--- src/rtl/sha1_stream_hasher_defines.svh ---
// Assertion helpers used by the stream hasher RTL.
`ifndef SHA1_STREAM_HASHER_DEFINES_SVH
`define SHA1_STREAM_HASHER_DEFINES_SVH

// Same-cycle implication, checked on clk, idle while arst_n is low.
`define SHA1_ASSERT_NOW(lbl, ante, cons, text) \
	lbl: assert property (@(posedge clk) disable iff (!arst_n) (ante) |-> (cons)) \
		else $error(text);

// Next-cycle implication, checked on clk, idle while arst_n is low.
`define SHA1_ASSERT_NEXT(lbl, ante, cons, text) \
	lbl: assert property (@(posedge clk) disable iff (!arst_n) (ante) |=> (cons)) \
		else $error(text);

`endif

--- src/rtl/sha1_pkg.sv ---
package sha1_pkg;

	localparam int unsigned WORD_W    = 32;
	localparam int unsigned BLK_WORDS = 16;
	localparam int unsigned CHAIN_N   = 5;
	localparam int unsigned FILL_W    = 6;
	localparam int unsigned LEN_W     = 64;
	localparam int unsigned RND_W     = 7;
	localparam int unsigned IDX_W     = 3;

	typedef logic [BLK_WORDS-1:0][WORD_W-1:0] sha1_block_t;
	typedef logic [CHAIN_N-1:0][WORD_W-1:0]   sha1_chain_t;

	localparam sha1_chain_t H_INIT = {
		32'hc3d2e1f0, 32'h10325476, 32'h98badcfe, 32'hefcdab89, 32'h67452301
	};
	localparam logic [3:0][WORD_W-1:0] ROUND_K = {
		32'hca62c1d6, 32'h8f1bbcdc, 32'h6ed9eba1, 32'h5a827999
	};

	localparam logic [RND_W-1:0]  LAST_ROUND = RND_W'(79);
	localparam logic [FILL_W-1:0] FILL_LAST  = FILL_W'(63);
	localparam logic [FILL_W-1:0] PAD_LIMIT  = FILL_W'(56);
	localparam logic [IDX_W-1:0]  LAST_IDX   = IDX_W'(CHAIN_N - 1);
	localparam logic [7:0]        PAD_BYTE   = 8'h80;

	typedef enum logic [1:0] {
		PH_CH,
		PH_PAR1,
		PH_MAJ,
		PH_PAR2
	} sha1_phase_t;

	typedef enum logic [2:0] {
		ST_IDLE,
		ST_COMP,
		ST_PAD,
		ST_LEN,
		ST_OUT
	} sha1_state_t;

	typedef struct packed {
		logic start;
		logic init;
	} sha1_ctl_t;

	typedef struct packed {
		logic busy;
		logic done;
	} sha1_sts_t;

	function automatic logic [WORD_W-1:0] sha1_f(
		input sha1_phase_t ph,
		input logic [WORD_W-1:0] b,
		input logic [WORD_W-1:0] c,
		input logic [WORD_W-1:0] d
	);
		logic [WORD_W-1:0] r;
		case (ph)
			PH_CH:   r = (b & c) | (~b & d);
			PH_MAJ:  r = (b & c) | (b & d) | (c & d);
			default: r = b ^ c ^ d;
		endcase
		return r;
	endfunction

endpackage

--- src/rtl/sha1_if.sv ---
interface sha1_msg_if;
	logic       valid;
	logic       ready;
	logic [7:0] data_byte;
	logic       byte_present;
	logic       end_of_message;

	modport source (output valid, output data_byte, output byte_present,
		output end_of_message, input ready);
	modport sink (input valid, input data_byte, input byte_present,
		input end_of_message, output ready);
endinterface

interface sha1_dig_if;
	logic                           valid;
	logic                           ready;
	logic [sha1_pkg::WORD_W-1:0]    digest_word;
	logic [sha1_pkg::IDX_W-1:0]     word_index;
	logic                           last_word;

	modport source (output valid, output digest_word, output word_index,
		output last_word, input ready);
	modport sink (input valid, input digest_word, input word_index,
		input last_word, output ready);
endinterface

--- src/rtl/sha1_core.sv ---
module sha1_core (
	input  logic                  clk,
	input  logic                  arst_n,
	input  sha1_pkg::sha1_ctl_t   ctl,
	input  sha1_pkg::sha1_block_t blk,
	output sha1_pkg::sha1_sts_t   sts,
	output sha1_pkg::sha1_chain_t chain
);

	sha1_pkg::sha1_chain_t              h_q;
	sha1_pkg::sha1_block_t              win_q;
	logic [sha1_pkg::WORD_W-1:0]        a_q, b_q, c_q, d_q, e_q;
	logic [sha1_pkg::RND_W-1:0]         rnd_q;
	logic                               run_q;
	logic                               upd_q;
	sha1_pkg::sha1_phase_t              ph;
	logic [sha1_pkg::WORD_W-1:0]        t_sum;
	logic [sha1_pkg::WORD_W-1:0]        w_mix;
	logic [sha1_pkg::WORD_W-1:0]        w_new;

	always_comb begin
		if (rnd_q inside {[7'd0:7'd19]}) begin
			ph = sha1_pkg::PH_CH;
		end else if (rnd_q inside {[7'd20:7'd39]}) begin
			ph = sha1_pkg::PH_PAR1;
		end else if (rnd_q inside {[7'd40:7'd59]}) begin
			ph = sha1_pkg::PH_MAJ;
		end else begin
			ph = sha1_pkg::PH_PAR2;
		end
	end

	// One round: the shared adder chain for this block
	assign t_sum = {a_q[26:0], a_q[31:27]} + sha1_pkg::sha1_f(ph, b_q, c_q, d_q)
		+ e_q + win_q[0] + sha1_pkg::ROUND_K[ph];

	// Window holds w[t..t+15]; shift in w[t+16]
	assign w_mix = win_q[13] ^ win_q[8] ^ win_q[2] ^ win_q[0];
	assign w_new = {w_mix[30:0], w_mix[31]};

	always_ff @(posedge clk or negedge arst_n) begin
		if (!arst_n) begin
			h_q   <= sha1_pkg::H_INIT;
			run_q <= 1'b0;
			upd_q <= 1'b0;
			rnd_q <= '0;
		end else begin
			upd_q <= run_q && (rnd_q == sha1_pkg::LAST_ROUND);
			if (ctl.start) begin
				run_q <= 1'b1;
				rnd_q <= '0;
			end else if (run_q) begin
				rnd_q <= rnd_q + 1'b1;
				if (rnd_q == sha1_pkg::LAST_ROUND) begin
					run_q <= 1'b0;
				end
			end
			if (upd_q) begin
				h_q[0] <= h_q[0] + a_q;
				h_q[1] <= h_q[1] + b_q;
				h_q[2] <= h_q[2] + c_q;
				h_q[3] <= h_q[3] + d_q;
				h_q[4] <= h_q[4] + e_q;
			end
			if (ctl.init) begin
				h_q <= sha1_pkg::H_INIT;
			end
		end
	end

	always_ff @(posedge clk) begin
		if (ctl.start) begin
			a_q   <= h_q[0];
			b_q   <= h_q[1];
			c_q   <= h_q[2];
			d_q   <= h_q[3];
			e_q   <= h_q[4];
			win_q <= blk;
		end else if (run_q) begin
			a_q <= t_sum;
			b_q <= a_q;
			c_q <= {b_q[1:0], b_q[31:2]};
			d_q <= c_q;
			e_q <= d_q;
			for (int i = 0; i < sha1_pkg::BLK_WORDS - 1; i++) begin
				win_q[i] <= win_q[i+1];
			end
			win_q[sha1_pkg::BLK_WORDS-1] <= w_new;
		end
	end

	assign sts.busy = run_q | upd_q;
	assign sts.done = upd_q;
	assign chain    = h_q;

endmodule

--- src/rtl/sha1_stream_hasher.sv ---
// A byte is stored as it is taken; a byte that fills a block also starts its compression.
// End of message: a padding step, an extra compression if 56 or more bytes were
// pending, a length step and its compression, then five words on digest.
// Blocks go through the single round unit one at a time: 80 rounds plus load and update; no byte is taken meanwhile.
// Reset (arst_n low, asynchronous): empty block, zero length, initial chain.
`include "sha1_stream_hasher_defines.svh"

module sha1_stream_hasher (
	input logic        clk,
	input logic        arst_n,
	sha1_msg_if.sink   msg,
	sha1_dig_if.source digest
);

	sha1_pkg::sha1_state_t           state_q, state_d;
	sha1_pkg::sha1_state_t           ret_q, ret_d;
	sha1_pkg::sha1_block_t           blk_q;
	sha1_pkg::sha1_chain_t           chain;
	sha1_pkg::sha1_ctl_t             ctl;
	sha1_pkg::sha1_sts_t             sts;
	logic [sha1_pkg::FILL_W-1:0]     fill_q;
	logic [sha1_pkg::LEN_W-1:0]      bits_q;
	logic [sha1_pkg::IDX_W-1:0]      idx_q;
	logic                            msg_xfer;
	logic                            out_xfer;
	logic                            out_last;
	logic [4:0]                      lane_lsb;

	sha1_core u_core (
		.clk    (clk),
		.arst_n (arst_n),
		.ctl    (ctl),
		.blk    (blk_q),
		.sts    (sts),
		.chain  (chain)
	);

	assign msg_xfer = msg.valid && msg.ready;
	assign out_xfer = digest.valid && digest.ready;
	assign out_last = idx_q == sha1_pkg::LAST_IDX;
	assign lane_lsb = {~fill_q[1:0], 3'b000};

	always_comb begin
		state_d = state_q;
		ret_d   = ret_q;
		case (state_q)
			sha1_pkg::ST_IDLE: begin
				if (msg.valid) begin
					if (msg.byte_present && fill_q == sha1_pkg::FILL_LAST) begin
						state_d = sha1_pkg::ST_COMP;
						ret_d   = msg.end_of_message ? sha1_pkg::ST_PAD : sha1_pkg::ST_IDLE;
					end else if (msg.end_of_message) begin
						state_d = sha1_pkg::ST_PAD;
					end
				end
			end
			sha1_pkg::ST_COMP: begin
				if (sts.done) begin
					state_d = ret_q;
				end
			end
			sha1_pkg::ST_PAD: begin
				// no room left for the length: spill into an extra block
				if (fill_q >= sha1_pkg::PAD_LIMIT) begin
					state_d = sha1_pkg::ST_COMP;
					ret_d   = sha1_pkg::ST_LEN;
				end else begin
					state_d = sha1_pkg::ST_LEN;
				end
			end
			sha1_pkg::ST_LEN: begin
				state_d = sha1_pkg::ST_COMP;
				ret_d   = sha1_pkg::ST_OUT;
			end
			sha1_pkg::ST_OUT: begin
				if (digest.ready && out_last) begin
					state_d = sha1_pkg::ST_IDLE;
				end
			end
			default: state_d = sha1_pkg::ST_IDLE;
		endcase
	end

	always_comb begin
		msg.ready          = state_q == sha1_pkg::ST_IDLE;
		digest.valid       = state_q == sha1_pkg::ST_OUT;
		digest.digest_word = chain[idx_q];
		digest.word_index  = idx_q;
		digest.last_word   = out_last;
		// kick the core on the first cycle after the block is settled
		ctl.start          = (state_q == sha1_pkg::ST_COMP) && !sts.busy;
		ctl.init           = out_xfer && out_last;
	end

	always_ff @(posedge clk or negedge arst_n) begin
		if (!arst_n) begin
			state_q <= sha1_pkg::ST_IDLE;
			ret_q   <= sha1_pkg::ST_IDLE;
			fill_q  <= '0;
			bits_q  <= '0;
			idx_q   <= '0;
			blk_q   <= '0;
		end else begin
			state_q <= state_d;
			ret_q   <= ret_d;
			if (msg_xfer && msg.byte_present) begin
				blk_q[fill_q[5:2]][lane_lsb +: 8] <= msg.data_byte;
				fill_q <= fill_q + 1'b1;
				bits_q <= bits_q + sha1_pkg::LEN_W'(8);
			end
			if (state_q == sha1_pkg::ST_PAD) begin
				blk_q[fill_q[5:2]][lane_lsb +: 8] <= sha1_pkg::PAD_BYTE;
				fill_q <= fill_q + 1'b1;
			end
			if (state_q == sha1_pkg::ST_LEN) begin
				blk_q[14] <= bits_q[63:32];
				blk_q[15] <= bits_q[31:0];
			end
			if (sts.done) begin
				blk_q  <= '0;
				fill_q <= '0;
			end
			if (out_xfer) begin
				idx_q <= out_last ? '0 : idx_q + 1'b1;
				if (out_last) begin
					bits_q <= '0;
				end
			end
		end
	end

	`SHA1_ASSERT_NOW(a_done_in_comp, sts.done, state_q == sha1_pkg::ST_COMP, "core finished outside compression")
	`SHA1_ASSERT_NEXT(a_start_taken, (state_q == sha1_pkg::ST_COMP) && !sts.busy, sts.busy, "core did not take start")
	`SHA1_ASSERT_NEXT(a_len_to_comp, state_q == sha1_pkg::ST_LEN, state_q == sha1_pkg::ST_COMP, "length block not compressed")
	`SHA1_ASSERT_NEXT(a_clean_restart, out_xfer && digest.last_word, (state_q == sha1_pkg::ST_IDLE) && (fill_q == '0) && (bits_q == '0), "state not cleared after digest")

endmodule
--- src/flat_wrapper.sv ---
// flat-port wrapper written by rule: the top's interface ports become plain ports
module sha1_stream_hasher_flat 
  (clk, arst_n, msg_valid, msg_data_byte, msg_byte_present, msg_end_of_message, msg_ready, digest_valid, digest_digest_word, digest_word_index, digest_last_word, digest_ready);
  sha1_msg_if msg_i ();
  sha1_dig_if digest_i ();
  input logic clk;
  input logic arst_n;
  input wire logic [$bits(msg_i.valid)-1:0] msg_valid;
  input wire logic [$bits(msg_i.data_byte)-1:0] msg_data_byte;
  input wire logic [$bits(msg_i.byte_present)-1:0] msg_byte_present;
  input wire logic [$bits(msg_i.end_of_message)-1:0] msg_end_of_message;
  output wire logic [$bits(msg_i.ready)-1:0] msg_ready;
  output wire logic [$bits(digest_i.valid)-1:0] digest_valid;
  output wire logic [$bits(digest_i.digest_word)-1:0] digest_digest_word;
  output wire logic [$bits(digest_i.word_index)-1:0] digest_word_index;
  output wire logic [$bits(digest_i.last_word)-1:0] digest_last_word;
  input wire logic [$bits(digest_i.ready)-1:0] digest_ready;
  assign msg_i.valid = msg_valid;
  assign msg_i.data_byte = msg_data_byte;
  assign msg_i.byte_present = msg_byte_present;
  assign msg_i.end_of_message = msg_end_of_message;
  assign msg_ready = msg_i.ready;
  assign digest_valid = digest_i.valid;
  assign digest_digest_word = digest_i.digest_word;
  assign digest_word_index = digest_i.word_index;
  assign digest_last_word = digest_i.last_word;
  assign digest_i.ready = digest_ready;
  sha1_stream_hasher u_core (.clk(clk), .arst_n(arst_n), .msg(msg_i), .digest(digest_i));
endmodule
--- config.mk ---
export PLATFORM = sky130hd
export DESIGN_NAME = sha1_stream_hasher_flat
export DESIGN_NICKNAME = d
export VERILOG_FILES = /design/src/rtl/sha1_pkg.sv /design/src/rtl/sha1_if.sv /design/src/rtl/sha1_core.sv /design/src/rtl/sha1_stream_hasher.sv /design/src/flat_wrapper.sv
export VERILOG_INCLUDE_DIRS = /design/src /design/src/rtl
export SDC_FILE = /design/constraint.sdc
export NUM_CORES = 2
export LEC_CHECK = 0
export BUFFER_PORTS_ARGS = -buffer_cell sky130_fd_sc_hd__buf_2
export CORE_MARGIN = 2
export CORE_UTILIZATION = 45
export CTS_BUF_LIST = sky130_fd_sc_hd__clkbuf_16
export CTS_CLUSTER_SIZE = 40
export DETAILED_ROUTE_END_ITERATION = 7
export PLACE_DENSITY = 0.72
export SYNTH_ARGS = -nofsm -noshare
export SYNTH_HDL_FRONTEND = slang
export SYNTH_SLANG_ARGS = --single-unit
export TNS_END_PERCENT = 50
--- constraint.sdc ---
create_clock -name clk -period 15.45 [get_ports clk]
set_input_delay 2.3175 -clock clk [delete_from_list [all_inputs] [get_ports clk]]
set_output_delay 2.3175 -clock clk [all_outputs]
set_load 0.005 [all_outputs]
==> results.md <==
* Reg clk slew, reported paths at 70 ps
* Drt drc at 0
* Core area at 167,000 µm²
* Critical Path AT at 8410 ps
* Crit end category: flip-flop
* Final instance area at 82,200 µm²
* HPWL Detailed at 143 mm
* Clk Latency, worst-skew pair at 820 ps
* Largest net degree at the start of global routing at 251
* Max clock buf depth at 3
* Clock group share of total power at 20.5%
* Vias at 59.9k
* Post-synth top flop: dfrtp_1
* Setup bufs post-CTS at 0
* Startpoint types: flip-flop
* Total power draw at 17.2 mW
* Final Hold Violating Endpoints at 0
* Final setup margin at 7550 ps
* Vias in the first global route at 57.2k
* Pint at 10.5 mW
* Share of the synthesized area in the top cell type at 26.8%
* CP max FO at 63
* Most frequent cell after synthesis: nand2_1
* Switching Share at 39.2%
* Yosys reg bits at 1,429
* Total CTS buffers at 154
* Detailed Route WL at 215 mm
* Die H at 413 µm
* Layout cells sized above 1 at 5.88%
* Final Core Density at 49.3%
* Drt pass-1 iters at 8
* Clock skew at 32.9 ps
* Pwr dens at 210 nW/µm²
* Worst-margin pin slew at 1470 ps
* GR Layer Usage met1 at 35.2%
* Synth cell types at 89
* CP peak stage delay at 560 ps
* I/O Pins at 52
* Post-route minimum period at 7900 ps
* Initial drt markers at 6,585
* # hold bufs at CTS at 0
* Post-synth top area cell: edfxtp_1
* Failing checks: capacitance limit
* Combinational power share at 47.5%
* Post-Synthesis Cells at 8,235
* Final worst-path cycle share at 51.2%
* Max Cap Viol at 1
* WS Path Type: reg -> reg
* Sequential area share after synthesis at 52.1%
* Most frequent CP cell: inv_1
* RSZ-0062 raised after global routing: false
* Routed Antenna Nets at 0
* Slew Viols, Final at 0
* Pre-CTS setup slack at 7570 ps
* Die area at 171,000 µm²
* # H-tree levels at 4
* Async SR Flop Fraction at 53.0%
* Vias per cell at 5.74
* WL/cell at 20.6 µm
* Congestion Overflow GR at 0
* YS warnings at 0
* CTS tree: built
* Peak VDD IR at 0.000239 V
* Placed cell areas at 77,400 µm²
* Routability Congestion at 0.952
* Number of synthesized flops with an enable pin at 672
* Switch Pwr at 6.76 mW
* Slowest cell on the critical path: fa_1
* Initial antenna violation count at 5
* Req. time, crit path at 15,960 ps
* Met3 Use GR at 4.43%
* Outcome: finished, violations left
* M2 GR Usage at 38.4%
* Buffers on Ports at 51
* Top cells by area, synth: edfxtp_1, dfrtp_1, nand2_1
* Pleak at 36.9 nW
* Share of power burned in registers at 32.0%
* Synth Area per Inst at 9.14 µm²
* Worst Hold Class: reg -> reg
* Die W at 413 µm
* CTS sink cnt at 1,429
* FMAX at 0.127 GHz
* Starting Density at 45.2%
* Final setup viols at 0
* Row count at 150
* Commonest cells post-synth: nand2_1, nor2_1, a21oi_1, dfrtp_1, edfxtp_1
* Worst relative slew slack at 1.39%
* Post-synthesis to final-layout area growth at 9.16%
* Root Buffer: clkbuf_16
* Nets at 8,446
* Post-Syn Nets at 8,582
* Total GRT Usage at 25.1%
* Setup_tns at 0 ps
* Synthesized cell area at 75,300 µm²
* Most used routing layer: met2
* First-pass GRT wire length at 335 mm
* Post-cts repair resize count at 0
## cell type report
type	count	area (µm²)
fill	15100	84500
sequential	1429	39200
multi-input combinational	6084	33400
clock buffer	155	3880
tap	2204	2760
inverter	300	1140
timing repair buffer	130	883
clock inverter	130	872
antenna	1	2.50
## cell families after synthesis
| family | Yosys count | synth area share [%] |
|---|---|---|
| buf+inv | 722 | 3.64 |
| fa+ha+maj | 334 | 6.79 |
| flops | 1429 | 52.1 |
| mux | 152 | 2.04 |
| xor+xnor | 281 | 3.27 |
| compound gates | 1614 | 12.4 |
| simple gates | 3703 | 19.8 |
## routing by layer
| metal | wire length, µm | share of wire [%] |
|---|---|---|
| met5 | 32 | 0.015 |
| met4 | 8910 | 4.1 |
| met3 | 19400 | 9.0 |
| met2 | 97200 | 45 |
| met1 | 89700 | 42 |
## sequential cells by signal (all words and copies together), names as in the netlist, 6 cells and up
register and count:
u_core.fill_q 6, u_core.u_core.e_q 32, u_core.u_core.rnd_q 7, u_core.u_core.a_q 32, u_core.u_core.win_q 512, u_core.u_core.chain 160
u_core.bits_q 61, u_core.u_core.b_q 32, u_core.u_core.d_q 32, u_core.blk_q 512, u_core.u_core.c_q 32
## layout by cell type (no fill, tap or decap), drive strengths merged, types with 21 or more instances in the layout
master  netlist  routed
o21ai       405     405
o22ai        64      64
nand4        27      27
and3         39      39
a211oi       88      88
o21a         29      29
clkinv        0      60
ha          208     208
a21o         81      81
clkbuf      385     155
a21oi       735     735
edfxtp      672     672
and2         24      24
o21bai       26      26
dfrtp       677     677
nor2b        29      29
inv         300     357
nor2       1164    1164
xnor2       202     202
nor3         80      80
or3          33      33
nand3        74      74
buf          37     130
nand2      2135    2135
xor2         79      79
o211ai       21      21
nand2b       27      27
fa          125     125
dfstp        80      80
mux2i       148     148
a22oi        56      56
## power by group through the flow
stage,sequential [mW],combinational [mW],clock [mW]
floorplan,5.32,6.17,0
global placement,5.56,7.88,0
detailed placement,5.57,7.99,0
CTS,5.51,8.07,3.58
global route,5.56,9.14,3.73
finish,5.52,8.18,3.54
## per-stage QoR
step           hold slack (ps)  instances
6_report                   495      10400
3_3_place_gp               492      10100
2_1_floorplan              480       8235
4_1_cts                    496      10400
3_5_place_dp               497      10100
5_1_grt                    520      10400
## worst paths after layout
kind	from	depth (start not counted)	slack [ps]	endpoint
worst max-delay path	u_core.u_core.rnd_q[0]	29	7550	u_core.u_core.a_q[29]
worst min-delay path	u_core.u_core.win_q[207]	2	500	u_core.u_core.win_q[175]
worst max register to register	u_core.u_core.rnd_q[0]	29	7550	u_core.u_core.a_q[29]
max in group asynchronous	arst_n	3	11620	u_core.blk_q[213]
min in group asynchronous	arst_n	1	1480	u_core.blk_q[72]
worst min register to register	u_core.u_core.win_q[207]	2	500	u_core.u_core.win_q[175]
## critical path, delay by kind of cell (launching register included)
kind                     cells  cell delay [ps]
AO/OA/AOI/OAI                8             1240
XOR/XNOR                     1              180
adder cells (fa/ha/maj)      7             2600
buffers and inverters        7             1590
flip-flops                   1              420
AND/OR/NAND/NOR              6             1520
Note: power is estimated with default switching activity, not from simulation.
